<file path="config.mk">
export PLATFORM = sky130hd
export DESIGN_NAME = bfa_ram
export DESIGN_NICKNAME = d
export VERILOG_FILES = /design/src/hdl/bfa_pkg.sv /design/src/hdl/bfa_ram.sv
export SDC_FILE = /design/constraint.sdc
export NUM_CORES = 2
export LEC_CHECK = 0
export ABC_CLOCK_PERIOD_IN_PS = 4000
export BUFFER_PORTS_ARGS = -buffer_cell sky130_fd_sc_hd__buf_2
export CAP_MARGIN = 5
export CORE_MARGIN = 2
export CORE_UTILIZATION = 63
export CTS_CLUSTER_SIZE = 28
export DETAILED_ROUTE_END_ITERATION = 16
export PLACE_DENSITY = 0.79
export SLEW_MARGIN = 30
export SYNTH_ARGS = -nofsm -noshare
export SYNTH_HDL_FRONTEND = slang
export SYNTH_SLANG_ARGS = --single-unit
export TNS_END_PERCENT = 100
</file>
<file path="constraint.sdc">
create_clock -name clk -period 4 [get_ports clk]
set_input_delay 0.2 -clock clk [delete_from_list [all_inputs] [get_ports clk]]
set_output_delay 0.2 -clock clk [all_outputs]
set_load 0.03 [all_outputs]
</file>
<file path="src/hdl/bfa_pkg.sv">
// ----------------------------------------------------------------------------
// bfa_pkg
// Shared types, codes and helpers for the bitmap frame allocator.
// ----------------------------------------------------------------------------
package bfa_pkg;

  localparam int BITS_PER_WORD  = 32;
  localparam int WORD_BITS      = 5;
  localparam int FRAME_SHIFT    = 12;
  localparam int FRAME_W        = 20;
  localparam int COUNT_W        = 13;
  localparam int INDEX_W        = 12;
  localparam int DEF_MAX_FRAMES = 4096;

  localparam logic [COUNT_W-1:0] FRAME_COUNT_RST = 13'd4096;

  typedef logic [1:0] op_t;
  localparam op_t OP_ALLOC = 2'd0;
  localparam op_t OP_MAP   = 2'd1;
  localparam op_t OP_FREE  = 2'd2;

  typedef logic [1:0] status_t;
  localparam status_t STAT_DONE  = 2'd0;
  localparam status_t STAT_SKIP  = 2'd1;
  localparam status_t STAT_FULL  = 2'd2;
  localparam status_t STAT_RANGE = 2'd3;

  typedef enum logic [2:0] {
    ST_CLEAR,
    ST_IDLE,
    ST_SCAN,
    ST_RD,
    ST_MOD
  } state_t;

  typedef struct packed {
    logic                 hit;
    logic [WORD_BITS-1:0] idx;
  } zero_find_t;

  // lowest clear bit of a bitmap word
  function automatic zero_find_t find_zero(input logic [BITS_PER_WORD-1:0] word);
    zero_find_t res;
    res = '0;
    for (int i = BITS_PER_WORD - 1; i >= 0; i--) begin
      if (!word[i]) begin
        res.hit = 1'b1;
        res.idx = WORD_BITS'(i);
      end
    end
    return res;
  endfunction

endpackage

</file>
<file path="src/hdl/bfa_ram.sv">
// ----------------------------------------------------------------------------
// bfa_ram
// Used-frame bitmap store: one write port, one read port, registered read.
// ----------------------------------------------------------------------------
module bfa_ram #(
  parameter int DEPTH = 128,
  parameter int AW    = 7
) (
  input  logic                               clk,
  input  logic                               we,
  input  logic [AW-1:0]                      waddr,
  input  logic [bfa_pkg::BITS_PER_WORD-1:0]  wdata,
  input  logic                               re,
  input  logic [AW-1:0]                      raddr,
  output logic [bfa_pkg::BITS_PER_WORD-1:0]  rdata
);
  import bfa_pkg::*;

  logic [BITS_PER_WORD-1:0] mem [DEPTH];
  logic [BITS_PER_WORD-1:0] rdata_r;

  always_ff @(posedge clk) begin
    if (we) begin
      mem[waddr] <= wdata;
    end
  end

  always_ff @(posedge clk) begin
    if (re) begin
      rdata_r <= mem[raddr];
    end
  end

  assign rdata = rdata_r;

endmodule

</file>
==> flow_summary.yaml <==
outcome:
  status: "completed"
placement:
  numPortBuffers: 80
  gp_congestion: 0.866
  place_area_um2: 164000
  dpl.hpwl_um: 233000
pwr:
  clkPwrFrac_pct: 42.3
  power_density_nw_per_um2: 516
  sequentialPowerShare_pct: 52.2
  swShare_pct: 22.3
  p_int_mw: 71.4
  leakage_nw: 55.0
  switchingPower_mw: 20.5
  irDropWorstVdd_mv: 0.363
  power_frac_comb_pct: 5.6
final_layout:
  layout.nets: 6611
  postLayoutCellArea_um2: 178000
  syn_to_final_growth_pct: 13.7
  n_fill_cell: 12000
  regArea_um2: 124000
  drive_above_1_share_pct: 36.6
  multi_input_area_um2: 32300
sta:
  setup_viol: 0
  slew_violations: 0
  relSlewSlack_pct: 27.6
  timing.fmax_ghz: 0.301
  whs_ns: 0.128
  worst_pin_slew_ns: 1.08
  fin_crit_ns: 3.32
  rsz0062_at_grt: "false"
  fin_crit_sh_pct: 83.0
  finalSetupTns_ns: 0
  clock-skew-final_ns: 0.0516
  hold_violations: 0
clock_network:
  cts_tree: "yes"
  postCtsSetupRepairBufs: 0
  numCtsBuffers: 404
  clockBufferDepth: 4
  htreeDepth: 5
  clk_pin_slew_ns: 0.07
  cts.sink_count: 4128
  cts-root-buf: "clkbuf_16"
  insertion_delay_ns: 1.03
logic_synthesis:
  synth-simple-area-share_pct: 0.445
  synth.avg_cell_area_um2: 26.1
  synthAdderAreaFrac_pct: 0
  synth_xor_xnor_area_share_pct: 0
  synth_mux_area_share_pct: 19.6
  syn-instance-count: 5990
  netlist_area_um2: 157000
  yosys.cell_types.count: 16
  synth.net_count: 6039
  synth-compound-area-share_pct: 0
  seq_area_frac_synth_pct: 79.2
  synth_top_family_by_area: "multiplexers"
  ys_ff_latch: 4128
  yosysWarnings: 0
die:
  dieArea_um2: 253000
  rows: 183
  initial_core_util_pct: 63.2
  die_h_um: 503
  die_w_um: 503
  core_area_um2: 248000
  pin_count: 81
detailed_routing:
  vias: 79400
  drt_first_pass_iters: 6
  avgViaCountPerCell: 7.74
  wl_per_cell_um: 47.6
  drc: 0
  drt_iter0_drc: 16500
  detail-route-antenna-nets: 0
  wl_um: 488000
min_path:
  whs_path_depth: 3
  hold_start: "waddr[0]"
  hold_end: "mem[67][2]"
  hp-class: "in2reg"
setup_path:
  cp_data_required_time_ns: 4.77
  r2r_slack_ns: 0.68
  r2r_end: "rdata[12]"
  cp_max_fo: 1
  endpoint_kind: "register"
  crit_type: "reg2reg"
  cp-start-kind: "register"
  worstPathArrival_ns: 4.09
  r2r-start: "mem[15][12]"
  reg2reg_depth: 5
global_route:
  grt_overflow: 0
  antenna_found_initial: 82
  grt_pass1_vias: 79400
  grt.total_usage_pct: 39.4
  grt_max_degree: 104
  grt_pass1_wl_um: 668000
run:
  maxCapViolCount: 0
-- cell usage after synthesis --
library cell | instances | area, µm²
mux4_2 | 1344 | 30300
buf_2 | 79 | 395
buf_6 | 2 | 22.5
buf_1 | 50 | 188
nand2_1 | 14 | 52.6
mux2_2 | 32 | 360
nand4_1 | 3 | 18.8
nand3_1 | 12 | 60.1
or3_1 | 1 | 6.26
nor3_1 | 9 | 45.0
clkbuf_1 | 182 | 683
nor2_1 | 122 | 458
nor2b_1 | 7 | 43.8
buf_4 | 3 | 22.5
edfxtp_1 | 4128 | 124000
nand2b_1 | 2 | 12.5
-- placed cells by master (no fill, tap or decap) --
master / count
edfxtp_1: 4128
mux4_2: 1344
clkbuf_16: 409
buf_4: 311
nor2_4: 119
clkinv_1: 96
clkinv_2: 82
buf_12: 67
clkbuf_1: 59
bufinv_16: 48
dlygate4sd3_1: 40
buf_2: 40
diode_2: 36
mux2_2: 32
buf_6: 19
clkinvlp_4: 18
nand2_1: 14
nor3_2: 9
nand3_1: 8
nor2b_1: 7
inv_6: 5
nand3_2: 4
clkinv_8: 4
nor2_1: 3
nand4_1: 3
clkinv_4: 3
buf_8: 3
nand2b_1: 2
buf_16: 2
or3_1: 1
inv_16: 1
inv_8: 1
-- area by class of cell --
| type | count | share of cell area, % |
|---|---|---|
| Timing Repair Buffer | 482 | 2.58 |
| Sequential cell | 4128 | 69.6 |
| Tap cell | 3330 | 2.34 |
| Antenna cell | 36 | 0.0506 |
| Clock buffer | 468 | 5.87 |
| Multi-Input combinational cell | 1546 | 18.1 |
| Clock inverter | 258 | 1.41 |
-- layer usage --
layer | vias to the layer above | global-route usage, % | part of all wire (%)
met1 | 41000 | 50.2 | 30
met5 | - | 0 | 0.13
met3 | 1872 | 13.1 | 16
met2 | 8838 | 60.1 | 47
li1 | 27600 | - | -
met4 | 64 | 23.3 | 7.3
-- worst max path at each step --
stage / cells after the start / slack (ns) / to / startpoint
final: 5 / 0.68 / rdata[12] / mem[15][12]
after global placement: 8 / 0.34 / rdata[27] / raddr[0]
after floorplan: 3 / 0.56 / mem[98][0] / we
after CTS: 5 / 0.71 / rdata[12] / mem[22][12]
after detailed placement: 8 / 0.31 / rdata[27] / raddr[0]
after global routing: 5 / 0.66 / rdata[12] / mem[23][12]
-- per-stage QoR --
stage          total power, mW  instances  worst slack, ns  utilization [%]
2_1_floorplan             51.2       5990            0.561                -
4_1_cts                   91.6      10200            0.707             71.7
3_5_place_dp              53.5       9442            0.306             66.3
3_3_place_gp              53.3       9442            0.335             66.3
5_1_grt                   93.2      10200            0.662             71.8
6_report                  91.9      10200            0.679             71.8
-- what timing repair did --
action	CTS	global route
hold buffers	40	0
endpoints found under the hold margin	2308	0
gates resized for setup	0	0
-- state kept, by name, summed over array words and instances (netlist names) --
| signal | flops |
|---|---|
| mem | 4096 |
| rdata | 32 |
-- kinds of logic (layout without fill, tap and decap cells) --
kind of cell	count (synthesis)	after routing
simple gates	170	170
other cells	0	36
buf+inv	316	1208
flops	4128	4128
mux	1376	1376
-- critical path: stages, from the launching register on --
cell and delay [ns]:
edfxtp_1 0.46, mux4_2 0.57, mux4_2 0.56, mux4_2 0.65, mux2_2 0.31, dlygate4sd3_1 0.55
-- power by group through the flow --
stage               clock network [mW]  logic [mW]  registers, mW
floorplan                            0        2.31           48.9
global placement                     0        4.51           48.8
detailed placement                   0        4.64           48.9
CTS                               38.8        4.89           47.9
global route                      40.2        5.12           47.9
finish                            38.8        5.11           47.9
(Power assumes the default switching activity.)
