**src/hdl/bfa_pkg.sv**
```systemverilog
// ----------------------------------------------------------------------------
// bfa_pkg
// Shared types, codes and helpers for the bitmap frame allocator.
// ----------------------------------------------------------------------------
package bfa_pkg;

  localparam int BITS_PER_WORD  = 32;
  localparam int WORD_BITS      = 5;
  localparam int FRAME_SHIFT    = 12;
  localparam int FRAME_W        = 20;
  localparam int COUNT_W        = 13;
  localparam int INDEX_W        = 12;
  localparam int DEF_MAX_FRAMES = 4096;

  localparam logic [COUNT_W-1:0] FRAME_COUNT_RST = 13'd4096;

  typedef logic [1:0] op_t;
  localparam op_t OP_ALLOC = 2'd0;
  localparam op_t OP_MAP   = 2'd1;
  localparam op_t OP_FREE  = 2'd2;

  typedef logic [1:0] status_t;
  localparam status_t STAT_DONE  = 2'd0;
  localparam status_t STAT_SKIP  = 2'd1;
  localparam status_t STAT_FULL  = 2'd2;
  localparam status_t STAT_RANGE = 2'd3;

  typedef enum logic [2:0] {
    ST_CLEAR,
    ST_IDLE,
    ST_SCAN,
    ST_RD,
    ST_MOD
  } state_t;

  typedef struct packed {
    logic                 hit;
    logic [WORD_BITS-1:0] idx;
  } zero_find_t;

  // lowest clear bit of a bitmap word
  function automatic zero_find_t find_zero(input logic [BITS_PER_WORD-1:0] word);
    zero_find_t res;
    res = '0;
    for (int i = BITS_PER_WORD - 1; i >= 0; i--) begin
      if (!word[i]) begin
        res.hit = 1'b1;
        res.idx = WORD_BITS'(i);
      end
    end
    return res;
  endfunction

endpackage

```
**src/hdl/bfa_ctrl.sv**
```systemverilog
// ----------------------------------------------------------------------------
// bfa_ctrl
// Sequencer for the allocator: clear pass, word-by-word first-fit scan and
// read-modify-write of single bitmap bits, plus the result registers.
// ----------------------------------------------------------------------------
module bfa_ctrl #(
  parameter int WORD_COUNT = 128,
  parameter int AW         = 7
) (
  input  logic                               clk,
  input  logic                               rst_n,
  input  logic                               start,
  input  logic [1:0]                         in_op,
  input  logic [31:0]                        in_page_entry,
  input  logic [31:0]                        in_map_addr,
  input  logic [bfa_pkg::COUNT_W-1:0]        limit,
  output logic                               busy,
  output logic                               out_valid,
  output logic [31:0]                        out_new_entry,
  output logic [bfa_pkg::INDEX_W-1:0]        out_frame_index,
  output logic [1:0]                         out_status,
  output logic                               ram_we,
  output logic [AW-1:0]                      ram_waddr,
  output logic [bfa_pkg::BITS_PER_WORD-1:0]  ram_wdata,
  output logic                               ram_re,
  output logic [AW-1:0]                      ram_raddr,
  input  logic [bfa_pkg::BITS_PER_WORD-1:0]  ram_rdata
);
  import bfa_pkg::*;

  localparam int CMPW = (AW + WORD_BITS + 1 > COUNT_W) ? AW + WORD_BITS + 1 : COUNT_W;

  state_t state_r, state_nxt;

  logic [AW-1:0]      clr_w_r, clr_w_nxt;
  logic [AW:0]        rd_w_r, rd_w_nxt;
  logic [AW-1:0]      chk_w_r, chk_w_nxt;
  logic               pend_r, pend_nxt;
  logic [31:0]        entry_r, entry_nxt;
  logic [FRAME_W-1:0] frame_r, frame_nxt;
  logic               set_r, set_nxt;

  logic                 out_valid_r, out_valid_nxt;
  logic [31:0]          out_new_entry_r, out_new_entry_nxt;
  logic [INDEX_W-1:0]   out_frame_index_r, out_frame_index_nxt;
  status_t              out_status_r, out_status_nxt;

  logic                 accept;
  logic [FRAME_W-1:0]   in_field;
  logic [FRAME_W-1:0]   map_frame;
  logic                 map_in_range;
  logic                 free_in_range;
  logic                 clr_last;
  zero_find_t           zf;
  logic [AW+WORD_BITS-1:0] cand;
  logic [FRAME_W-1:0]   cand_frame;
  logic                 scan_hit;
  logic                 cand_ok;
  logic                 rd_more;
  logic [WORD_BITS-1:0] bit_pos;

  assign accept        = start && (state_r == ST_IDLE);
  assign in_field      = in_page_entry[31:FRAME_SHIFT];
  assign map_frame     = in_map_addr[31:FRAME_SHIFT];
  assign map_in_range  = map_frame < FRAME_W'(limit);
  assign free_in_range = in_field < FRAME_W'(limit);
  assign clr_last      = clr_w_r == AW'(WORD_COUNT - 1);
  assign zf            = find_zero(ram_rdata);
  assign cand          = {chk_w_r, zf.idx};
  assign cand_frame    = FRAME_W'(cand);
  assign scan_hit      = pend_r && zf.hit;
  assign cand_ok       = CMPW'(cand) < CMPW'(limit);
  assign rd_more       = CMPW'({rd_w_r, {WORD_BITS{1'b0}}}) < CMPW'(limit);
  assign bit_pos       = frame_r[WORD_BITS-1:0];

  always_comb begin
    state_nxt = state_r;
    case (state_r)
      ST_CLEAR: begin
        if (clr_last) state_nxt = ST_IDLE;
      end
      ST_IDLE: begin
        if (accept) begin
          case (in_op)
            OP_ALLOC: if (in_field == '0) state_nxt = ST_SCAN;
            OP_MAP:   if (in_field == '0 && map_in_range) state_nxt = ST_RD;
            OP_FREE:  if (in_field != '0 && free_in_range) state_nxt = ST_RD;
            default:  state_nxt = ST_IDLE;
          endcase
        end
      end
      ST_SCAN: begin
        if (scan_hit || !rd_more) state_nxt = ST_IDLE;
      end
      ST_RD:   state_nxt = ST_MOD;
      ST_MOD:  state_nxt = ST_IDLE;
      default: state_nxt = ST_IDLE;
    endcase
  end

  always_comb begin
    clr_w_nxt           = clr_w_r;
    rd_w_nxt            = rd_w_r;
    chk_w_nxt           = chk_w_r;
    pend_nxt            = 1'b0;
    entry_nxt           = entry_r;
    frame_nxt           = frame_r;
    set_nxt             = set_r;
    out_valid_nxt       = 1'b0;
    out_new_entry_nxt   = out_new_entry_r;
    out_frame_index_nxt = out_frame_index_r;
    out_status_nxt      = out_status_r;
    ram_we              = 1'b0;
    ram_waddr           = chk_w_r;
    ram_wdata           = '0;
    ram_re              = 1'b0;
    ram_raddr           = rd_w_r[AW-1:0];
    case (state_r)
      ST_CLEAR: begin
        ram_we    = 1'b1;
        ram_waddr = clr_w_r;
        clr_w_nxt = clr_w_r + AW'(1);
      end
      ST_IDLE: begin
        if (accept) begin
          entry_nxt           = in_page_entry;
          rd_w_nxt            = '0;
          out_new_entry_nxt   = in_page_entry;
          out_frame_index_nxt = '0;
          out_status_nxt      = STAT_SKIP;
          case (in_op)
            OP_ALLOC: begin
              if (in_field != '0) out_valid_nxt = 1'b1;
            end
            OP_MAP: begin
              frame_nxt = map_frame;
              set_nxt   = 1'b1;
              if (in_field != '0) begin
                out_valid_nxt = 1'b1;
              end else if (!map_in_range) begin
                out_valid_nxt  = 1'b1;
                out_status_nxt = STAT_RANGE;
              end
            end
            OP_FREE: begin
              frame_nxt = in_field;
              set_nxt   = 1'b0;
              if (in_field == '0) begin
                out_valid_nxt = 1'b1;
              end else if (!free_in_range) begin
                out_valid_nxt  = 1'b1;
                out_status_nxt = STAT_RANGE;
              end
            end
            default: out_valid_nxt = 1'b1;
          endcase
        end
      end
      ST_SCAN: begin
        if (scan_hit) begin
          out_valid_nxt     = 1'b1;
          out_new_entry_nxt = entry_r;
          out_status_nxt    = STAT_FULL;
          if (cand_ok) begin
            ram_we              = 1'b1;
            ram_waddr           = chk_w_r;
            ram_wdata           = ram_rdata | (BITS_PER_WORD'(1) << zf.idx);
            out_new_entry_nxt   = {cand_frame, entry_r[FRAME_SHIFT-1:0]};
            out_frame_index_nxt = cand_frame[INDEX_W-1:0];
            out_status_nxt      = STAT_DONE;
          end
        end else if (rd_more) begin
          ram_re    = 1'b1;
          ram_raddr = rd_w_r[AW-1:0];
          chk_w_nxt = rd_w_r[AW-1:0];
          rd_w_nxt  = rd_w_r + (AW+1)'(1);
          pend_nxt  = 1'b1;
        end else begin
          out_valid_nxt     = 1'b1;
          out_new_entry_nxt = entry_r;
          out_status_nxt    = STAT_FULL;
        end
      end
      ST_RD: begin
        ram_re    = 1'b1;
        ram_raddr = frame_r[AW+WORD_BITS-1:WORD_BITS];
      end
      ST_MOD: begin
        ram_we              = 1'b1;
        ram_waddr           = frame_r[AW+WORD_BITS-1:WORD_BITS];
        ram_wdata           = set_r ? (ram_rdata | (BITS_PER_WORD'(1) << bit_pos))
                                    : (ram_rdata & ~(BITS_PER_WORD'(1) << bit_pos));
        out_valid_nxt       = 1'b1;
        out_new_entry_nxt   = set_r ? {frame_r, entry_r[FRAME_SHIFT-1:0]}
                                    : {{FRAME_W{1'b0}}, entry_r[FRAME_SHIFT-1:0]};
        out_frame_index_nxt = frame_r[INDEX_W-1:0];
        out_status_nxt      = STAT_DONE;
      end
      default: begin
        out_valid_nxt = 1'b0;
      end
    endcase
  end

  always_ff @(posedge clk) begin
    if (!rst_n) begin
      state_r     <= ST_CLEAR;
      clr_w_r     <= '0;
      pend_r      <= 1'b0;
      out_valid_r <= 1'b0;
    end else begin
      state_r     <= state_nxt;
      clr_w_r     <= clr_w_nxt;
      pend_r      <= pend_nxt;
      out_valid_r <= out_valid_nxt;
    end
  end

  always_ff @(posedge clk) begin
    rd_w_r            <= rd_w_nxt;
    chk_w_r           <= chk_w_nxt;
    entry_r           <= entry_nxt;
    frame_r           <= frame_nxt;
    set_r             <= set_nxt;
    out_new_entry_r   <= out_new_entry_nxt;
    out_frame_index_r <= out_frame_index_nxt;
    out_status_r      <= out_status_nxt;
  end

  assign busy            = state_r != ST_IDLE;
  assign out_valid       = out_valid_r;
  assign out_new_entry   = out_new_entry_r;
  assign out_frame_index = out_frame_index_r;
  assign out_status      = out_status_r;

  a_no_rw_clash: assert property (@(posedge clk) disable iff (!rst_n)
    !(ram_we && ram_re))
    else $error("bitmap read and write in the same cycle");

  a_mod_gives_result: assert property (@(posedge clk) disable iff (!rst_n)
    (state_r == ST_MOD) |=> out_valid_r && (out_status_r == STAT_DONE))
    else $error("bit update without a done result");

  a_fail_index_zero: assert property (@(posedge clk) disable iff (!rst_n)
    (out_valid_r && (out_status_r != STAT_DONE)) |-> (out_frame_index_r == '0))
    else $error("failed result carries a frame index");

  a_pend_in_scan: assert property (@(posedge clk) disable iff (!rst_n)
    pend_r |-> (state_r == ST_SCAN) && $past(ram_re))
    else $error("scan word pending outside the scan");

endmodule

```
**config.mk**
```make
export PLATFORM = sky130hd
export DESIGN_NAME = bfa_ctrl
export DESIGN_NICKNAME = d
export VERILOG_FILES = /design/src/hdl/bfa_pkg.sv /design/src/hdl/bfa_ctrl.sv
export SDC_FILE = /design/constraint.sdc
export NUM_CORES = 1
export LEC_CHECK = 0
export BUFFER_PORTS_ARGS = -buffer_cell sky130_fd_sc_hd__buf_2
export CAP_MARGIN = 20
export CORE_MARGIN = 1.5
export CORE_UTILIZATION = 30
export DETAILED_ROUTE_END_ITERATION = 10
export PLACE_DENSITY_LB_ADDON = 0.25
export SYNTH_ARGS = -nofsm -noshare
export SYNTH_HDL_FRONTEND = slang
export SYNTH_SLANG_ARGS = --single-unit
```
**constraint.sdc**
```tcl
create_clock -name clk -period 3 [get_ports clk]
set_input_delay 0.15 -clock clk [delete_from_list [all_inputs] [get_ports clk]]
set_output_delay 0.15 -clock clk [all_outputs]
set_load 0.005 [all_outputs]
```
==> metrics, run 1 <==
outcome completed; Overflow after GRT 0; RePlAce Congestion 0.8687; Min-Delay Path Class primary input to flop; fmax 0.3445 GHz; Initial DRT Pass Iterations 7; CP Class flop to output pin; worst r2r path cells 11; die area 0.02859 mm²; First DRT Iteration DRCs 656; layout cells sized above 1 0.3318; clk sinks 126; vias 7758; Leakage 0.004489 µW; IO buf count 197; Layout Skew 0.009176 ns; CP Data Arrival Time 2.75 ns; Site Rows 60; Routed Antenna Nets 0; Cells after Synth 802; Slew Limit Fails 0; pwr/cell area 400.1 mW/mm²; CTS buffer count 17; Synth Area per Inst 10.32 µm²; Detail Placement HPWL 21.22 mm; Worst Path Max Fanout 8; Area Growth Syn to Fin 33.21%; initial antenna violation count 6; gr usage total 0.1959; DR vias/cell 5.448; worst hold stages 1; final core utilization 0.4078; number of hold violations in the final report 0; clk slew on worst S/H paths 0.06 ns; Clk Tree Root Cell clkbuf_16; register area share after synthesis 0.4428; Max VDD drop 0.3865 mV; io pins 210; FFs w/ async S/R, synth 0; starting density of the core 0.3062; CTS tree done; Total Neg Setup Slack 0 ns; Clock Latency Late Sink 0.42 ns; drt total wl 28.96 mm; Die W 169.1 µm; syn_nets 965; worst-case clock buffer depth 2; cell area after synthesis 0.008274 mm²; period utilisation layout 0.9677; slew margin rel. 0.3929; largest net degree at the start of global routing 36; synthesized flop and latch total 126; synth warn 0; crit path time final 2.903 ns; htree depth 4; crit end category output pin; Post-synth EDFFs 114; final-stage net count 1231; Wirelength per Cell 20.33 µm; Critical Path Source Type flop; Slew @ Worst Pin 0.8993 ns; final setup violating endpoints 0; Post-route DRC 0; global-route wire length before repair 42.25 mm; vias in the first global route 7223; max-cap violations 0; Critical Path RT 2.85 ns; library cells used by synthesis 70; RSZ-0062 raised after global routing yes; ys flop type edfxtp_1; Die H 169.1 µm; CORE AREA 0.02703 mm²
==> cells in the final DEF, fill, tap and decap left out, types with 8 or more instances in the layout <==
master / count
buf_2: 197
edfxtp_1: 114
nand2_1: 72
buf_4: 56
nor2_1: 50
mux2i_1: 49
ha_1: 49
mux2_2: 40
o21ai_0: 34
inv_1: 33
a31oi_1: 30
nand3_1: 28
dlygate4sd3_1: 28
o22ai_1: 27
a21oi_1: 19
clkbuf_16: 19
nor3_1: 18
a22o_1: 13
nand4_1: 12
and2_1: 12
dfxtp_1: 12
a21o_1: 11
and3_1: 8
==> synth_stat cells, drive strengths merged (6+ instances only) <==
library cell    n  area, µm²
edfxtp        114       3423
nand2          72      270.3
nor2           51      191.4
ha             49      613.1
mux2i          49      490.5
mux2           40      450.4
o21ai          36      180.2
inv            33      123.9
o22ai          32      200.2
a31oi          30      187.7
clkbuf         29      108.9
nand3          29      150.1
a21oi          21      116.4
nor3           18      90.09
a22o           13      113.9
nand4          13      87.58
and2           12      75.07
buf            12      60.05
dfxtp          12      240.2
a21o           11      82.58
and3            8      50.05
a222oi          7      70.07
a41oi           7      68.82
nand2b          7      43.79
xor2            7      61.31
nor4            6      37.54
or2             6      37.54
==> logic make-up (layout without fill, tap and decap cells) <==
family | after synthesis | in the layout | share of synthesized area
muxes | 89 | 89 | 0.1137
buffers and inverters | 74 | 351 | 0.03538
DFF | 126 | 126 | 0.4428
xor gates and xnor gates | 10 | 10 | 0.01059
other | 0 | 4 | 0
adders and majority gates | 49 | 49 | 0.07410
AOI/OAI and AO/OA | 208 | 208 | 0.1769
and+or+nand+nor | 246 | 246 | 0.1465
==> where the power goes <==
part / switching (µW) / total [µW] / internal [µW]
combinational: 256 / 480 / 225
sequential: 4.60 / 1920 / 1910
clock: 799 / 2010 / 1220
total: 1060 / 4410 / 3350
==> critical path, cell delays in order (launching register included) <==
cell and delay [ns]:
edfxtp_1 0.41, ha_1 0.32, and4b_2 0.26, nand3_1 0.09, a221o_1 0.32, a21o_1 0.19
o31a_4 0.13, nand3_4 0.16, clkbuf_16 0.19, o22ai_2 0.09, buf_2 0.16
==> layout make-up <==
cell class | count | area, µm²
antenna | 4 | 10.01
clock buffer | 17 | 425.4
clock inverter | 13 | 142.6
fill | 2719 | 16000
inverter | 33 | 123.9
multi-input combinational | 602 | 4402
sequential | 126 | 3664
tap | 341 | 426.7
timing repair buffer | 288 | 1828
==> flip-flops by register name, summed over array words and instances (netlist names) <==
register / count
entry_r: 32
clr_w_r: 7
rd_w_r: 8
frame_r: 20
pend_r: 1
chk_w_r: 7
out_new_entry: 32
out_status: 2
set_r: 1
out_frame_index: 12
out_valid: 1
state_r: 3
==> per-layer routing <==
metal,share of wire,vias to the layer above,GRT usage,wire length [µm]
met5,0.00083,-,0,24
met4,0.017,4,0.05002,489
met3,0.075,41,0.04513,2167
met2,0.45,347,0.3090,13020
met1,0.46,3710,0.2705,13250
li1,-,3656,-,-
==> worst paths after layout <==
check | start | endpoint | slack [ns]
setup / recovery | chk_w_r[5]$_DFFE_PP_ | ram_wdata[14] | 0.1
hold / removal | in_page_entry[18] | entry_r[18]$_DFFE_PP_ | 0.02
setup reg to reg | chk_w_r[5]$_DFFE_PP_ | out_new_entry[13]$_DFFE_PP_ | 0.25
hold reg to reg | clr_w_r[6]$_SDFFE_PN0N_ | clr_w_r[6]$_SDFFE_PN0N_ | 0.50
==> metrics by stage <==
stage / worst slack, ns / cell area, µm² / total power [µW] / instances / hold slack, ns
2_1_floorplan: 0.08982 / 8274 / 2173 / 802 / 0.2489
3_3_place_gp: 0.07214 / 9951 / 2381 / 1349 / 0.3463
3_5_place_dp: 0.03583 / 9951 / 2387 / 1349 / 0.3482
4_1_cts: 0.01963 / 10840 / 4431 / 1412 / 0.002634
5_1_grt: 0.007075 / 11010 / 4560 / 1421 / 0.002021
6_report: 0.09699 / 11020 / 4410 / 1424 / 0.01991
==> timing repair <==
action                     CTS  global route
pin swaps                    1             7
hold buffers                28             0
gates resized for setup      0            17
buffers inserted             5             5
hold endpoints to repair    28             0
setup endpoints to repair   13            33
gates cloned                 0             3
Power figures use the tool's default switching activity.
==> inputs of run 2 (changes only) <==
Settings changed: BUFFER_PORTS_ARGS -buffer_cell sky130_fd_sc_hd__buf_2 to unset, CORE_MARGIN 1.5 to 5, DONT_BUFFER_PORTS set to 1, REMOVE_ABC_BUFFERS set to 1.
==> run 2 against run 1 <==
Net effect: non-clock buffer count fell by 154; worst setup slack got worse by 0.034 ns; largest power group unchanged; flip-flop and latch count did not move; worst hold slack improved by 0.0062 ns; global-route usage fell by 0.27 points.
==> metrics, run 2 (same netlist as run 1, synthesis figures left out) <==
Detail Placement HPWL 22.39 mm (was 21.22 mm); starting density of the core 0.3062 (unchanged); worst-case clock buffer depth 2 (unchanged); Min-Delay Path Class primary input to flop (unchanged); slowest cell delay on critical path 0.48 ns (was 0.41 ns); Sw Ratio 0.2219 (was 0.2402); RSZ-0062 raised after global routing yes (unchanged); Post-route DRC 0 (unchanged); drt total wl 31.19 mm (was 28.96 mm); Gate power share 0.083 (was 0.109); Overflow after GRT 0 (unchanged); Clk Tree Root Cell clkbuf_16 (unchanged); vias 7382 (was 7758); Max VDD drop 0.3771 mV (was 0.3865 mV); Area Growth Syn to Fin 26.22% (was 33.21%); Routed Antenna Nets 0 (unchanged); fmax 0.3404 GHz (was 0.3445 GHz); Slew Limit Fails 0 (unchanged); Critical Path RT 2.85 ns (about the same); final-stage net count 1077 (was 1231); Site Rows 60 (unchanged); total power 4476 µW (was 4410 µW); Layout Skew 0.01067 ns (was 0.009176 ns); Clk pwr share 0.489 (was 0.457); gr usage total 0.1932 (was 0.1959); crit path time final 2.937 ns (was 2.903 ns); CTS buffer count 17 (unchanged); Initial DRT Pass Iterations 7 (unchanged); Die W 176.1 µm (was 169.1 µm); outcome completed (unchanged); max-cap violations 0 (unchanged); clk slew on worst S/H paths 0.06 ns (about the same); Inserted Diodes 0 (was 4); crit end category output pin (unchanged); die area 0.03100 mm² (was 0.02859 mm²); Die H 176.1 µm (was 169.1 µm); Fin Hold WS 0.02613 ns (was 0.01991 ns); global-route wire length before repair 46.13 mm (was 42.25 mm); CP Cell Sequence ha_4 > and4_4 > nand3_1 > a221o_1 > a21o_1 > o31a_4 > nand3_4 > buf_12 > o22ai_1 > buf_4 (was ha_1 > and4b_2 > nand3_1 > a221o_1 > a21o_1 > o31a_4 > nand3_4 > clkbuf_16 > o22ai_2 > buf_2); most frequent cells in the layout edfxtp_1, buf_4, nand2_1 (was buf_2, edfxtp_1, nand2_1); vias in the first global route 7315 (was 7223); DR vias/cell 5.826 (was 5.448); final setup violating endpoints 0 (unchanged); CTS tree done (unchanged); Int Power 3483 µW (was 3351 µW); Clock Latency Late Sink 0.42 ns (about the same); First DRT Iteration DRCs 606 (was 656); initial antenna violation count 0 (was 6); RePlAce Congestion 0.8968 (was 0.8687); # fillers 2661 (was 2719); IO buf count 0 (was 197); Critical Path Source Type flop (unchanged); CP Class flop to output pin (unchanged); CP Data Arrival Time 2.79 ns (was 2.75 ns); Slew @ Worst Pin 0.7129 ns (was 0.8993 ns); Leakage 0.003884 µW (was 0.004489 µW); switching power 993.4 µW (was 1059 µW); commonest non-fill, non-tap cell in the layout edfxtp_1 (was buf_2); clk sinks 126 (unchanged); layout cells sized above 1 0.1911 (was 0.3318); Worst Path Max Fanout 13 (was 8); pwr/cell area 428.6 mW/mm² (was 400.1 mW/mm²); period utilisation layout 0.9791 (was 0.9677); io pins 210 (unchanged); htree depth 4 (unchanged); Wirelength per Cell 24.62 µm (was 20.33 µm); number of hold violations in the final report 0 (unchanged); largest net degree at the start of global routing 33 (was 36); Flop pwr share 0.428 (was 0.434); slowest cell on the critical path edfxtp_1 (unchanged); slew margin rel. 0.5229 (was 0.3929); CORE AREA 0.02703 mm² (unchanged)
run 2: final timing paths:
| path | from | endpoint | slack (ns) | cells past startpoint |
|---|---|---|---|---|
| setup / recovery | chk_w_r[1]$_DFFE_PP_ | ram_wdata[17] | 0.06 | 10 |
| hold / removal | in_page_entry[28] | out_new_entry[28]$_DFFE_PP_ | 0.03 | 2 |
| setup reg to reg | chk_w_r[1]$_DFFE_PP_ | out_new_entry[13]$_DFFE_PP_ | 0.23 | 9 |
| hold reg to reg | entry_r[27]$_DFFE_PP_ | out_new_entry[27]$_DFFE_PP_ | 0.52 | 1 |
run 2: critical path, delay by kind of cell, from the launching register on:
| kind | cells | cell delay [ns] |
|---|---|---|
| compound gates | 4 | 0.77 |
| flops | 1 | 0.48 |
| simple gates | 3 | 0.46 |
| buf+inv | 2 | 0.33 |
| fa+ha+maj | 1 | 0.32 |
run 2: power by group through the flow:
stage               clock network [µW]  logic [µW]  registers, µW
finish                            2190         372           1920
global placement                     0         285           1950
global route                      2320         412           1910
detailed placement                   0         287           1950
CTS                               2230         361           1920
floorplan                            0         216           1950
run 2: through the flow:
step / setup WS, ns / TNS (ns) / instance area [µm²] / std cells / utilization
after global placement: 0.06234 / 0 / 9109 / 1172 / 0.3370
after detailed placement: 0.05383 / 0 / 9109 / 1172 / 0.3370
after CTS: 0.01765 / 0 / 10290 / 1260 / 0.3808
final: 0.06263 / 0 / 10440 / 1267 / 0.3864
after floorplan: -1.564 / -107.12 / 8105 / 761 / -
after global routing: -0.03161 / -0.3278 / 10440 / 1267 / 0.3864
run 2: cell type report:
class                   count  area, µm²  share of cell area
clock buffers              17      425.4             0.04073
clock inverters            14      193.9             0.01857
inverters                  33      123.9             0.01186
multi-input cells         602       4402              0.4215
flip-flops and latches    126       3664              0.3508
well taps                 341      426.7             0.04085
repair buffers            134       1209              0.1157
run 2: layer usage:
layer  up-vias  routed length [µm]  global-route usage
met5         -                   0                   0
met4         0                1194             0.07732
met3        71                2786             0.05567
met2       385               14310              0.3017
met1      3579               12900              0.2527
li1       3347                   -                   -
run 2: what timing repair did:
item,in CTS,in global routing
gates cloned,0,1
endpoints found under the setup margin,32,37
hold endpoints to repair,83,0
buffers inserted,3,6
gates resized for setup,0,17
hold buffers,54,0
pin swaps,1,3
==> inputs of run 3 (changes only) <==
Settings changed: RECOVER_POWER set to 50.
==> run 3 against run 2 <==
Net effect: worst hold slack about the same; count of clock-buffer cells in the layout unchanged; highest routed layer unchanged; non-clock buffer count unchanged; first-iteration DRC count up 0.33%; critical path type unchanged; largest power group unchanged; global-route usage unchanged.
==> metrics, run 3 (same netlist as run 1, synthesis figures left out) <==
Min-Delay Path Class primary input to flop (unchanged); crit end category output pin (unchanged); CORE AREA 0.02703 mm² (unchanged); outcome completed (unchanged); final setup violating endpoints 0 (unchanged); # fillers 2668 (was 2661); Die H 176.1 µm (unchanged); final-stage net count 1077 (unchanged); slowest cell delay on critical path 0.48 ns (about the same); period utilisation layout 0.9806 (was 0.9791); Fin Hold WS 0.02617 ns (was 0.02613 ns); CP Data Arrival Time 2.79 ns (about the same); htree depth 4 (unchanged); initial antenna violation count 0 (unchanged); Site Rows 60 (unchanged); Initial DRT Pass Iterations 6 (was 7); io pins 210 (unchanged); max-cap violations 0 (unchanged); Post-route DRC 0 (unchanged); slowest cell on the critical path edfxtp_1 (unchanged); Detail Placement HPWL 22.39 mm (unchanged); CTS buffer count 17 (unchanged); gr usage total 0.1932 (unchanged); largest net degree at the start of global routing 33 (unchanged); Inserted Diodes 0 (unchanged); met1 Track Usage GR 0.2527 (unchanged); Multi-input gate area 0.004394 mm² (was 0.004402 mm²); Routed Antenna Nets 0 (unchanged); slew margin rel. 0.2138 (was 0.5229); Total Neg Setup Slack 0 ns (unchanged); Critical Path Source Type flop (unchanged); CTS tree done (unchanged); final core utilization 0.3855 (was 0.3864); Max VDD drop 0.3757 mV (was 0.3771 mV); number of hold violations in the final report 0 (unchanged); vias in the first global route 7315 (unchanged); Area Growth Syn to Fin 25.90% (was 26.22%); Critical Path RT 2.85 ns (about the same); clk slew on worst S/H paths 0.06 ns (about the same); Overflow after GRT 0 (unchanged); die area 0.03100 mm² (unchanged); clk sinks 126 (unchanged); met3 Use GR 0.05567 (unchanged); Clock Latency Late Sink 0.42 ns (about the same); IO buf count 0 (unchanged); RSZ-0062 raised after global routing yes (unchanged); Wirelength per Cell 24.69 µm (was 24.62 µm); most frequent cells in the layout edfxtp_1, nand2_1, buf_4 (was edfxtp_1, buf_4, nand2_1); CP Cell Sequence ha_4 > and4_4 > nand3_1 > a221o_1 > a21o_1 > o31a_4 > nand3_4 > buf_12 > o22ai_1 > buf_4 (unchanged); Die W 176.1 µm (unchanged); global route hottest layer met2 (unchanged); Clk Tree Root Cell clkbuf_16 (unchanged); Slew @ Worst Pin 1.179 ns (was 0.7129 ns); Worst Path Max Fanout 13 (unchanged); Slew Limit Fails 0 (unchanged); pwr/cell area 430.0 mW/mm² (was 428.6 mW/mm²); Storage cell area 0.003664 mm² (unchanged); total power 4479 µW (was 4476 µW); Leakage 0.003859 µW (was 0.003884 µW); M2 GR Usage 0.3017 (unchanged); RePlAce Congestion 0.8968 (unchanged); CP Class flop to output pin (unchanged); vias 7372 (was 7382); global-route wire length before repair 46.13 mm (unchanged); Layout Skew 0.009891 ns (was 0.01067 ns); fmax 0.3399 GHz (was 0.3404 GHz); drt total wl 31.28 mm (was 31.19 mm); starting density of the core 0.3062 (unchanged); commonest non-fill, non-tap cell in the layout edfxtp_1 (unchanged); crit path time final 2.942 ns (was 2.937 ns); layout cells sized above 1 0.1836 (was 0.1911); First DRT Iteration DRCs 608 (was 606); worst-case clock buffer depth 2 (unchanged); DR vias/cell 5.818 (was 5.826)
-- run 3: path summary, 6_finish.rpt --
path	start	endpoint	cells past startpoint	slack, ns
setup / recovery	chk_w_r[1]$_DFFE_PP_	ram_wdata[21]	10	0.06
hold / removal	in_page_entry[28]	out_new_entry[28]$_DFFE_PP_	2	0.03
setup reg to reg	state_r[2]$_SDFFE_PN0P_	out_new_entry[8]$_DFFE_PP_	4	0.10
hold reg to reg	entry_r[27]$_DFFE_PP_	out_new_entry[27]$_DFFE_PP_	1	0.52
-- run 3: per-stage QoR --
| step | instance area, µm² | worst slack (ns) | cells |
|---|---|---|---|
| 2_1_floorplan | 8105 | -1.564 | 761 |
| 3_3_place_gp | 9109 | 0.06234 | 1172 |
| 3_5_place_dp | 9109 | 0.05383 | 1172 |
| 4_1_cts | 10290 | 0.01765 | 1260 |
| 5_1_grt | 10420 | -0.03164 | 1267 |
| 6_report | 10420 | 0.05816 | 1267 |
-- run 3: timing repair --
action                                  4_1_cts  5_1_grt
pin swaps                                     1        3
gates resized for setup                       0       17
endpoints found under the setup margin       32       37
hold buffers                                 54        0
buffers inserted                              3        6
hold endpoints to repair                     83        0
gates cloned                                  0        1
-- run 3: cell type report --
cell class / instances / area share
multi-input cells: 602 / 0.4218
well taps: 341 / 0.04096
repair buffers: 134 / 0.1142
clock inverters: 14 / 0.01862
inverters: 33 / 0.01189
clock buffers: 17 / 0.04084
flip-flops and latches: 126 / 0.3517
-- run 3: power breakdown --
group | switching, µW | internal [µW] | total, µW
logic | 186 | 186 | 372
registers | 4.89 | 1910 | 1920
clock network | 806 | 1390 | 2190
-- run 3: routing by layer --
layer / vias up / share of wire / wire length (µm)
li1: 3341 / - / -
met1: 3578 / 0.42 / 13050
met2: 369 / 0.46 / 14320
met3: 84 / 0.086 / 2694
met4: 0 / 0.039 / 1212
met5: - / 0 / 0
-- run 3: critical path: cells and delay by family (launching register included) --
| kind | cells | cell delay [ns] |
|---|---|---|
| AO/OA/AOI/OAI | 4 | 0.77 |
| AND/OR/NAND/NOR | 3 | 0.46 |
| buffers and inverters | 2 | 0.33 |
| adder cells (fa/ha/maj) | 1 | 0.32 |
| flip-flops | 1 | 0.48 |
